==> src/fpma_pkg.sv <==
`timescale 1ns / 1ps
// Shared widths for the fixed-point moving average core.
// No dependencies.
package fpma_pkg;

   localparam int SAMPLE_WIDTH = 16;
   localparam int SUM_WIDTH    = 32;

   typedef logic [SAMPLE_WIDTH-1:0] sample_type;
   typedef logic [SUM_WIDTH-1:0]    sum_type;

endpackage

==> src/fixed_point_moving_average_core.sv <==
`timescale 1ns / 1ps
// Power-of-two boxcar moving average over a ring memory of recent samples.
// Depends on fpma_pkg for widths and types.
//
// One average comes out per accepted sample. The core sustains one item per clock cycle
// while the result side does not stall. An accepted sample is registered in the compute stage
// with the oldest sample read from the ring; its average is then registered onto the rsp_
// ports. The rate is set by the ring memory, with one read (the oldest sample) and one write
// (the new sample) per cycle, and by the single 32-bit add or subtract on the sum per cycle.
// The window memory is not cleared after reset: until the pointer has gone once around
// the ring, the oldest sample reads as zero, so items are accepted right out of reset.
// The sum wraps modulo 2^32 and the average is its low 16 bits above FRAC_BITS.
module fixed_point_moving_average_core #(
   parameter int WINDOW_LOG2 = 4,
   parameter int FRAC_BITS   = 8
) (
   input  logic                               clock,
   input  logic                               reset,
   input  logic                               req_valid,
   output logic                               req_ready,
   input  logic [fpma_pkg::SAMPLE_WIDTH-1:0]  req_sample,
   output logic                               rsp_valid,
   input  logic                               rsp_ready,
   output logic [fpma_pkg::SAMPLE_WIDTH-1:0]  rsp_average
);
   import fpma_pkg::*;

   localparam int DEPTH = 1 << WINDOW_LOG2;
   localparam logic [WINDOW_LOG2-1:0] LAST_SLOT = '1;

   typedef logic [WINDOW_LOG2-1:0] slot_type;

   sample_type mem [DEPTH];

   slot_type   ptr_ff;
   logic       filled_ff;

   logic       s1_valid_ff;
   logic       s1_live_ff;
   slot_type   s1_slot_ff;
   sample_type s1_sample_ff;
   sample_type rd_data_ff;

   sum_type    sum_ff;
   sum_type    sum_in;

   logic       rsp_valid_ff;
   sample_type rsp_average_ff;

   logic       req_fire;
   logic       out_free;
   logic       s1_adv;

   sample_type old_sample;
   sum_type    scaled_new;
   sum_type    scaled_old;
   sum_type    delta_up;
   sum_type    delta_down;

   assign out_free  = !rsp_valid_ff || rsp_ready;
   assign s1_adv    = s1_valid_ff && out_free;
   assign req_ready = !s1_valid_ff || out_free;
   assign req_fire  = req_valid && req_ready;

   assign rsp_valid   = rsp_valid_ff;
   assign rsp_average = rsp_average_ff;

   // oldest sample counts as zero on the first lap
   assign old_sample = s1_live_ff ? rd_data_ff : '0;
   assign scaled_new = sum_type'(s1_sample_ff) << FRAC_BITS;
   assign scaled_old = sum_type'(old_sample) << FRAC_BITS;
   assign delta_up   = (scaled_new - scaled_old) >> WINDOW_LOG2;
   assign delta_down = (scaled_old - scaled_new) >> WINDOW_LOG2;

   always_comb begin
      if (scaled_new > scaled_old) begin
         sum_in = sum_ff + delta_up;
      end else begin
         sum_in = sum_ff - delta_down;
      end
   end

   always_ff @(posedge clock) begin
      if (s1_adv) begin
         mem[s1_slot_ff] <= s1_sample_ff;
      end
      if (req_fire) begin
         rd_data_ff <= mem[ptr_ff];
      end
   end

   always_ff @(posedge clock) begin
      if (reset) begin
         ptr_ff       <= '0;
         filled_ff    <= 1'b0;
         s1_valid_ff  <= 1'b0;
         sum_ff       <= '0;
         rsp_valid_ff <= 1'b0;
      end else begin
         if (req_fire) begin
            ptr_ff <= ptr_ff + 1'b1;
            if (ptr_ff == LAST_SLOT) begin
               filled_ff <= 1'b1;
            end
         end
         if (req_fire) begin
            s1_valid_ff <= 1'b1;
         end else if (s1_adv) begin
            s1_valid_ff <= 1'b0;
         end
         if (s1_adv) begin
            sum_ff       <= sum_in;
            rsp_valid_ff <= 1'b1;
         end else if (rsp_ready) begin
            rsp_valid_ff <= 1'b0;
         end
      end
   end

   always_ff @(posedge clock) begin
      if (req_fire) begin
         s1_sample_ff <= req_sample;
         s1_slot_ff   <= ptr_ff;
         s1_live_ff   <= filled_ff;
      end
      if (s1_adv) begin
         rsp_average_ff <= sum_in[FRAC_BITS +: SAMPLE_WIDTH];
      end
   end

   // write-back and the next read never hit the same entry
   assert property (@(posedge clock) disable iff (reset)
      (s1_adv && req_fire) |-> (s1_slot_ff != ptr_ff))
      else $error("ring write and read collide");

   // item held in the compute stage is always the one just behind the pointer
   assert property (@(posedge clock) disable iff (reset)
      s1_valid_ff |-> (slot_type'(s1_slot_ff + 1'b1) == ptr_ff))
      else $error("compute stage slot out of step with pointer");

   // a stalled compute stage blocks new items
   assert property (@(posedge clock) disable iff (reset)
      (s1_valid_ff && rsp_valid_ff && !rsp_ready) |-> !req_ready)
      else $error("item accepted over a stalled stage");

   // once the ring has wrapped it stays filled
   assert property (@(posedge clock) disable iff (reset)
      filled_ff |=> filled_ff)
      else $error("fill flag dropped");

   // running sum moves only when a result is produced
   assert property (@(posedge clock) disable iff (reset)
      !s1_adv |=> $stable(sum_ff))
      else $error("running sum changed without an item");

endmodule
==> config.mk <==
export PLATFORM = sky130hd
export DESIGN_NAME = fixed_point_moving_average_core
export DESIGN_NICKNAME = d
export VERILOG_FILES = /design/src/fpma_pkg.sv /design/src/fixed_point_moving_average_core.sv
export SDC_FILE = /design/constraint.sdc
export NUM_CORES = 1
export LEC_CHECK = 0
export BUFFER_PORTS_ARGS = -buffer_cell sky130_fd_sc_hd__buf_2
export CAP_MARGIN = 15
export CORE_MARGIN = 4
export CORE_UTILIZATION = 40
export CTS_CLUSTER_DIAMETER = 150
export CTS_CLUSTER_SIZE = 8
export DETAILED_ROUTE_END_ITERATION = 7
export SYNTH_ARGS = -nofsm -noshare
export SYNTH_HDL_FRONTEND = slang
export SYNTH_SLANG_ARGS = --single-unit
export TNS_END_PERCENT = 30
==> constraint.sdc <==
create_clock -name clock -period 5.25 [get_ports clock]
set_input_delay 0.2625 -clock clock [delete_from_list [all_inputs] [get_ports clock]]
set_output_delay 0.2625 -clock clock [all_outputs]
set_load 0.005 [all_outputs]
==> results of run 1 <==
==> sequential cells by signal (all words and copies together) (netlist names) <==
name,flops
s1_valid_ff,1
rd_data_ff,16
filled_ff,1
s1_sample_ff,16
rsp_valid,1
rsp_average,16
sum_ff,20
s1_slot_ff,4
ptr_ff,4
s1_live_ff,1
mem,256
==> cells in the final DEF (no fill, tap or decap), types with 6 or more instances in the layout <==
cell / Yosys / final
edfxtp_1: 309 / 309
nor2b_1: 9 / 9
inv_1: 51 / 47
nor3_2: 0 / 7
or3_1: 10 / 10
nand3_1: 8 / 8
o21ai_1: 3 / 8
buf_6: 2 / 6
ha_4: 0 / 8
clkbuf_16: 0 / 47
nand2_1: 69 / 65
mux4_2: 80 / 80
mux2i_1: 9 / 8
a21oi_1: 46 / 43
nor2_1: 49 / 37
o21a_1: 8 / 8
nor2_2: 0 / 12
o21ai_0: 36 / 29
buf_2: 4 / 37
clkbuf_1: 24 / 27
nand2b_1: 11 / 9
xor2_1: 17 / 17
dlygate4sd3_1: 0 / 18
dfxtp_1: 27 / 25
nor3_1: 23 / 15
xnor2_1: 34 / 32
ha_1: 57 / 46
a21o_1: 18 / 18
buf_4: 0 / 144
==> worst register-to-register path, stage by stage (launching register included) <==
cell and delay, ps:
edfxtp_1 360, and2_4 180, ha_4 140, inv_2 40, fa_2 340, a21o_1 200, a221o_2 420, buf_4 160
and2_1 170, o21a_1 220, nand2b_4 90, nand2b_4 130, mux2_4 310, o31ai_4 240, xor2_1 100, ha_2 210
a2111oi_4 340, nand2_1 140, o21ai_2 190, o311ai_2 130, o41a_1 350, or2_4 230, mux2i_1 140, mux2_1 330
==> cells by family (layout without fill, tap and decap cells) <==
kind of cell / Yosys count / after routing / synth area share
xor+xnor: 52 / 52 / 0.02967
fa+ha+maj: 60 / 60 / 0.04956
buf+inv: 95 / 333 / 0.02414
simple gates: 217 / 217 / 0.06745
flops: 336 / 336 / 0.6294
compound gates: 177 / 177 / 0.07707
mux: 91 / 91 / 0.1227
==> routing by layer <==
layer	wire, um	part of all wire	vias up
met5	0	0	-
met4	622	0.017	0
met3	2613	0.072	42
met2	17570	0.48	309
met1	15440	0.43	4704
li1	-	-	4424
==> power groups by stage <==
stage          combinational (uW)  sequential, uW  clock (uW)
3_5_place_dp                 1160            3150           0
6_report                     1250            3100        2710
2_1_floorplan                 762            3140           0
5_1_grt                      1370            3100        2930
4_1_cts                      1200            3100        2790
3_3_place_gp                 1150            3150           0
==> cell usage after synthesis, types with 6 or more instances <==
cell and n:
o21a_1 8, xor2_1 17, buf_1 14, ha_1 57, or3_1 10, nor2_1 49, nor3_1 23, a21o_1 18
nand2b_1 11, o21ai_0 36, dfxtp_1 27, xnor2_1 34, a21oi_1 46, nand3_1 8, mux4_2 80, edfxtp_1 309
a211oi_1 6, nand2_1 69, nor2b_1 9, a31oi_1 6, clkbuf_1 24, inv_1 51, mux2i_1 9
==> worst paths after layout <==
path | end | start | slack (ps)
hold / removal | ptr_ff[3] | reset | 240
setup reg to reg | sum_ff[23] | s1_live_ff | -30
setup / recovery | sum_ff[23] | s1_live_ff | -30
hold reg to reg | s1_live_ff | filled_ff | 450
==> timing repair <==
| item | CTS | global route |
|---|---|---|
| endpoints found under the hold margin | 18 | 0 |
| setup endpoints to repair | 2 | 13 |
| pin swaps | 10 | 10 |
| buffers inserted | 6 | 6 |
| gates resized for setup | 10 | 49 |
| hold buffers | 18 | 0 |
==> per-stage QoR <==
stage	cells	area, um^2	setup TNS [ps]
finish	1784	19290	-25.06
global route	1784	19290	-525.8
CTS	1778	19010	-121.5
detailed placement	1678	17420	-260.6
global placement	1678	17420	-86.72
floorplan	1028	15670	-72.04
==> area by class of cell <==
type	count	share of cell area
tap	518	0.03361
multi-input combinational	597	0.2996
clock buffer	74	0.06624
sequential	336	0.5094
inverter	51	0.01012
clock inverter	2	0.001492
timing repair buffer	206	0.07954
==> results.txt, run 1 <==
The flow ran to the end, but the final reports show violations. The checks that failed: negative setup slack. At the end of the flow, the number of nets in the layout was 1319. The share of the yosys chip area belonging to registers is 0.6294, and the total of buffers placed on input and output ports is 37. The critical path goes through and2_4 -> ha_4 -> inv_2 -> fa_2 -> a21o_1 -> a221o_2 -> buf_4 -> and2_1 -> o21a_1 -> nand2b_4 -> nand2b_4 -> mux2_4 -> o31ai_4 -> xor2_1 -> ha_2 -> a2111oi_4 -> nand2_1 -> o21ai_2 -> o311ai_2 -> o41a_1 -> or2_4 -> mux2i_1 -> mux2_1. In this run, CTS created clock tree buffers numbering 47. Total power for the finished layout comes to 7052 uW. Detailed routing inserted a total of 9479 vias.

Between clock sinks in the finished design, the worst skew comes to 14.85 ps. The sequential group share of total power was 0.439; the number of fillers in the final layout was 3240. In this run, distinct cell masters in the synthesized netlist total 72. The count of flip-flops with a built-in enable after synthesis came out at 309.

The worst setup path is launched from a flop. The first global-routing pass estimated 56.06 mm of wire. The run gives 0.384 as the clock share of power. The count of routing violations after the opening detailed-route iteration is 709, and the global routing met2 resource utilization is 0.2886. At the pin with the least slew margin, the transition time is 714.7 ps. The path class of the tightest hold or removal check is input pin to flop.

Leakage power of the design: 0.006930 uW. The layout cell share with drive strength beyond 1 is 0.3112. The H-tree generated during clock tree synthesis spans 2 levels.

Layout overhead on the synthesized area: 23.62%. Peak-usage layer in the global routing report: met2. The number of hold-slack violations in the final timing report is 0, and the critical path data arrival time is 5720 ps.

The number of buffers and inverters on the critical path is 2. The number of pins exceeding their max-slew limit in the final report was 0; the depth of the most critical reg-to-reg path was 23. The highest-delay cell along the critical path is a221o_2.

For the clock latency reported for the late side of the worst-skew pair, the log shows 560 ps. Along the worst hold path, the cell count comes to 2. After technology mapping, the gate count stands at 1028.

The ratio of routed vias to standard cells is 5.313. For the effective utilization at floorplan, the log shows 0.4037. In the final layout, the multi-input gates occupy 5778 um^2.

Post-route worst setup slack: -25.06 ps. In this run the cell area of the synthesized design comes to 15600 um^2. The maximum fanout along the worst path came out at 5. Clock tree synthesis selected as its root buffer the cell clkbuf_16. On the critical path the largest part of the delay comes from compound AO/OA/AOI/OAI gates.

The share of the synthesized area in the top cell type came out at 0.5948. After floorplanning, the core was sized to cover 38650 um^2. Aggregate routed wire length: 36.24 mm.

The die covers 42230 um^2. The number of antenna repair diodes is 0. The synthesized design spends more area on one cell type than any other, namely edfxtp_1. CTS saw 336 sinks.

The global route total overflow was 0. Row generation in the floorplan step produced 72 rows. The logs give 0.177 for the portion of total power attributed to combinational logic and 0.4990 for the core occupancy in the finished layout. The depth of the critical timing path with buffers and inverters included works out to 23.

The first detailed-routing pass ran for 5 iterations. The remaining antenna violation count came out at 0. Data on the critical path is required at its endpoint by 5690 ps. The worst-case clock buffer depth is 3. The biggest cell delay along the critical path was 420 ps. In this run the power spent charging and discharging nets is 1755 uW.

Dividing the detail-routed wire length by the instance count gives 20.32 um. For the maximum number of pins on one net before global-route repair, the log shows 43. In the post-synthesis netlist, the biggest area contributors are edfxtp_1 59%, mux4_2 12%, ha_1 4.6%. Capturing element type of the critical path: a flop. The die width was 205.5 um; the max capacitance violation total was 0. Post-route fraction of the period consumed by the critical path: 1.005. The global routing usage summed across all routing layers came out at 0.1746. TritonCTS built the clock tree. The mean instance size in the synthesized netlist is 15.18 um^2. The synthesized design contains 336 register bits. Power spread over the standard cell area amounts to 365.7 nW/um^2.

The tools report the storage element area as 9824 um^2. The number of nets produced by synthesis is 1108. The number of global-route vias before repair is 9531, and the number of antenna violations at the first check in global routing is 0. The logs give 243.3 ps for the worst hold-check slack and 0 for the total number of yosys warnings. The minimum period implied by the final worst setup slack is 5275 ps, and the y dimension of the die is 205.5 um. For this run, design rule violations remaining after detail routing come to 0. The met3 usage is 0.03672.

The critical path's most frequent cell was nand2b_4. The clock transition time at the flip-flop clock pins of the worst setup and hold paths is 60 ps, and the final weighted congestion in routability-driven placement is 0.8842. The switching part of the total was 0.2489.

The global routing met1 resource utilization is 0.2396, and the final setup violation count is 1. Among all flip-flop cells after synthesis, the most frequent one is edfxtp_1. The maximum VDD drop was 0.3357 mV. The internal portion of the total power is 5297 uW. By startpoint and endpoint, the worst setup path is classified as flop to flop. Prior to clock tree synthesis, the placed netlist has a worst setup slack of -223.2 ps. The share of flip-flops with an asynchronous set or reset came out at 0. During I/O placement, the number of pins put on the boundary was 38. The relative slew slack was 0.5235.

Setup repair after global routing could not meet its margin everywhere. Based on the critical path, the design can be clocked at up to 189.6 MHz. Detailed placement finished with a half-perimeter wire length of 23.00 mm.
Note: power is estimated with default switching activity, not from simulation.
==> run 2: changes to the inputs <==
--- a/config.mk
+++ b/config.mk
@@ -12,6 +12,7 @@
 export CTS_CLUSTER_DIAMETER = 150
 export CTS_CLUSTER_SIZE = 8
 export DETAILED_ROUTE_END_ITERATION = 7
+export PLACE_DENSITY = 0.62
 export SYNTH_ARGS = -nofsm -noshare
 export SYNTH_HDL_FRONTEND = slang
 export SYNTH_SLANG_ARGS = --single-unit
==> run 2 against run 1 <==
Compared with the run above: the flow still finishes with violations (negative setup slack); setup slack worse by 42 ps; sequential power is essentially flat; combinational power hardly changed; design area down 0.20%; first-iteration DRC count fell by 16%; total power up 0.62%; sequential cell count unchanged; maximum frequency is 0.79% lower; global-route usage down 0.23 points; non-clock buffer count fell by 5; via count fell by 1.3%; clock-buffer cell count stayed put.
==> results.txt, run 2 (synthesis gave the netlist of run 1 again) <==
The relative slew slack is 0.3186 (was 0.5235). The cell area power density is 368.7 nW/um^2 (was 365.7 nW/um^2), and the number of hold-slack violations in the final timing report is 0 (unchanged). The critical path's most frequent cell was buf_4 (was nand2b_4). The logs give 0 (unchanged) for the count of unresolved DRC violations after routing and 42230 um^2 (unchanged) for the die area. The number of antenna repair diodes is 0 (unchanged).

Commonest non-fill, non-tap cells in the layout: 309 x edfxtp_1, 141 x buf_4, 80 x mux4_2, 67 x nand2_1, 51 x ha_1 (was 309 x edfxtp_1, 144 x buf_4, 80 x mux4_2, 65 x nand2_1). Ratio of routed vias to standard cells: 5.256 (was 5.313). The tools report the minimum setup slack after placement as -173.2 ps (was -223.2 ps). Critical path class: flop to flop (unchanged). Register with the highest flop count: mem (unchanged). Violations in the final reports: negative setup slack (unchanged).

The clock transition time at the flip-flop clock pins of the worst setup and hold paths is 50 ps (was 60 ps). The run gives 0.4037 (unchanged) as the effective utilization at floorplan. Cell-by-cell trace of the critical path: and2_4 -> ha_4 -> inv_2 -> fa_2 -> a21o_1 -> buf_4 -> a21o_1 -> xor2_1 -> a2111o_1 -> buf_4 -> buf_4 -> nor3b_2 -> o2111ai_1 -> xnor2_1 -> mux2i_1 -> xnor2_1 -> ha_1 -> nand3_1 -> o311ai_2 -> o41a_1 -> or2_2 -> mux2i_1 -> mux2_1 (was and2_4 -> ha_4 -> inv_2 -> fa_2 -> a21o_1 -> a221o_2 -> buf_4 -> and2_1 -> o21a_1 -> nand2b_4 -> nand2b_4 -> mux2_4 -> o31ai_4 -> xor2_1 -> ha_2 -> a2111oi_4 -> nand2_1 -> o21ai_2 -> o311ai_2 -> o41a_1 -> or2_4 -> mux2i_1 -> mux2_1). The maximum VDD drop is 0.2788 mV (was 0.3357 mV), and the number of buffers created by CTS is 47 (unchanged).

The critical path data arrival time came out at 5760 ps (was 5720 ps). The run gives 0.8321 (was 0.8842) as the final weighted congestion in routability-driven placement. The maximum fanout along the worst path is 6 (was 5), and the y dimension of the die is 205.5 um (unchanged). Number of global-route vias before repair: 9642 (was 9531).

The setup clock skew after layout is 29.40 ps (was 14.85 ps), and the global-route wire length before repair is 55.70 mm (was 56.06 mm). The nature of the critical path startpoint was a flop (unchanged). The logs give 1314 (was 1319) for the post-layout net count and 5690 ps (about the same) for the critical path data required time. Setup repair after global routing could not meet its margin everywhere. The clock latency reported for the late side of the worst-skew pair came out at 580 ps (was 560 ps). The layout overhead on the synthesized area came out at 23.37% (was 23.62%). The number of sinks driven by the clock tree was 336 (unchanged); the flip-flop count of the largest register, all copies and words added was 256 (unchanged).

The logs give 0 (unchanged) for the global route total overflow and -66.96 ps (was -25.06 ps) for the post-route worst setup slack. The number of antenna violations at the first check in global routing came out at 0 (unchanged). The most frequent standard cell in the layout excluding fill and tap cells was edfxtp_1 (unchanged). The maximum number of pins on one net before global-route repair is 43 (unchanged). The run gives 22.45 mm (was 23.00 mm) as the sum of net half-perimeters after detailed placement. Layout cell share with drive strength beyond 1: 0.3074 (was 0.3112). The die width is 205.5 um (unchanged). The transition at the pin with the smallest max-transition slack was 1022 ps (was 714.7 ps); the max capacitance violation total was 0 (unchanged). The per-cell routed wire length was 20.01 um (was 20.32 um). Fmax: 188.1 MHz (was 189.6 MHz). The tools report the aggregate routed wire length as 35.61 mm (was 36.24 mm). The total of buffers placed on input and output ports came out at 37 (unchanged). Global routing usage summed across all routing layers: 0.1723 (was 0.1746). The flow ran to the end, but the final reports show violations.

The post-route fraction of the period consumed by the critical path works out to 1.013 (was 1.005). The run gives 3 (unchanged) as the worst-case clock buffer depth. The number of placement rows was 72 (unchanged). Largest registers: mem x256, sum_ff x20 (unchanged). Capturing element type of the critical path: a flop (unchanged).

The highest-delay cell along the critical path is a2111o_1 (was a221o_2). The tools report the cell at the root of the clock tree as clkbuf_16 (unchanged). The type of the most critical hold path was input pin to flop (unchanged). The minimum period implied by the final worst setup slack was 5317 ps (was 5275 ps); the number of pins exceeding their max-slew limit in the final report was 0 (unchanged).

For the total design power, the log shows 7096 uW (was 7052 uW). TritonCTS built the clock tree. The leakage power of the design was 0.006927 uW (was 0.006930 uW); the standard cell core area was 38650 um^2 (unchanged). The depth of the CTS H-tree is 2 (unchanged). The gate family responsible for the most delay along the worst path was compound AO/OA/AOI/OAI gates (unchanged). The boundary pin count is 38 (unchanged). The total number of vias is 9355 (was 9479).

Final setup violation count: 1 (unchanged). First-pass detailed-route iteration total: 7 (was 5). The count of routing violations after the opening detailed-route iteration was 599 (was 709); the remaining antenna violation count was 0 (unchanged). Buffering stage count on the worst path with inverters included: 4 (was 2).

The biggest cell delay along the critical path came out at 430 ps (was 420 ps).
run 2: layout make-up:
class | instances | area [um^2]
fillers | 3269 | 19400
flip-flops and latches | 336 | 9824
multi-input cells | 597 | 5747
repair buffers | 201 | 1489
clock buffers | 74 | 1277
well taps | 518 | 648.1
inverters | 51 | 191.4
clock inverters | 3 | 70.07
run 2: timing repair:
action | CTS | global route
endpoints found under the setup margin | 1 | 14
endpoints found under the hold margin | 18 | 0
gates resized for setup | 11 | 39
buffers inserted | 7 | 3
hold buffers | 18 | 0
pin swaps | 12 | 18
run 2: per-layer routing:
| layer | GRT usage | routed length [um] | vias up |
|---|---|---|---|
| met5 | 0 | 0 | - |
| met2 | 0.2857 | 17470 | 228 |
| met3 | 0.03436 | 2164 | 35 |
| met4 | 0.04354 | 547 | 0 |
| met1 | 0.2352 | 15430 | 4677 |
| li1 | - | - | 4415 |
run 2: final timing paths:
path	to	cells past startpoint	startpoint	slack [ps]
hold reg to reg	s1_live_ff	0	filled_ff	450
setup reg to reg	sum_ff[23]	23	s1_live_ff	-70
hold / removal	s1_valid_ff	2	reset	230
setup / recovery	sum_ff[23]	23	s1_live_ff	-70
run 2: metrics by stage:
step / instances / cell area [um^2] / TNS (ps) / hold slack, ps / util
finish: 1780 / 19250 / -66.96 / 232.4 / 0.4980
global route: 1780 / 19250 / -599.9 / 248.1 / 0.4980
CTS: 1778 / 19050 / -136.3 / 201.3 / 0.4930
detailed placement: 1676 / 17400 / -173.2 / 437.0 / 0.4503
global placement: 1676 / 17400 / -52.86 / 433.9 / 0.4503
floorplan: 1028 / 15670 / -72.04 / 361.4 / -
run 2: report_power, final:
part	switching (uW)	internal (uW)	leakage (uW)
clock network	1100	1660	0.000642
registers	53.1	3040	0.00304
logic	633	603	0.00324
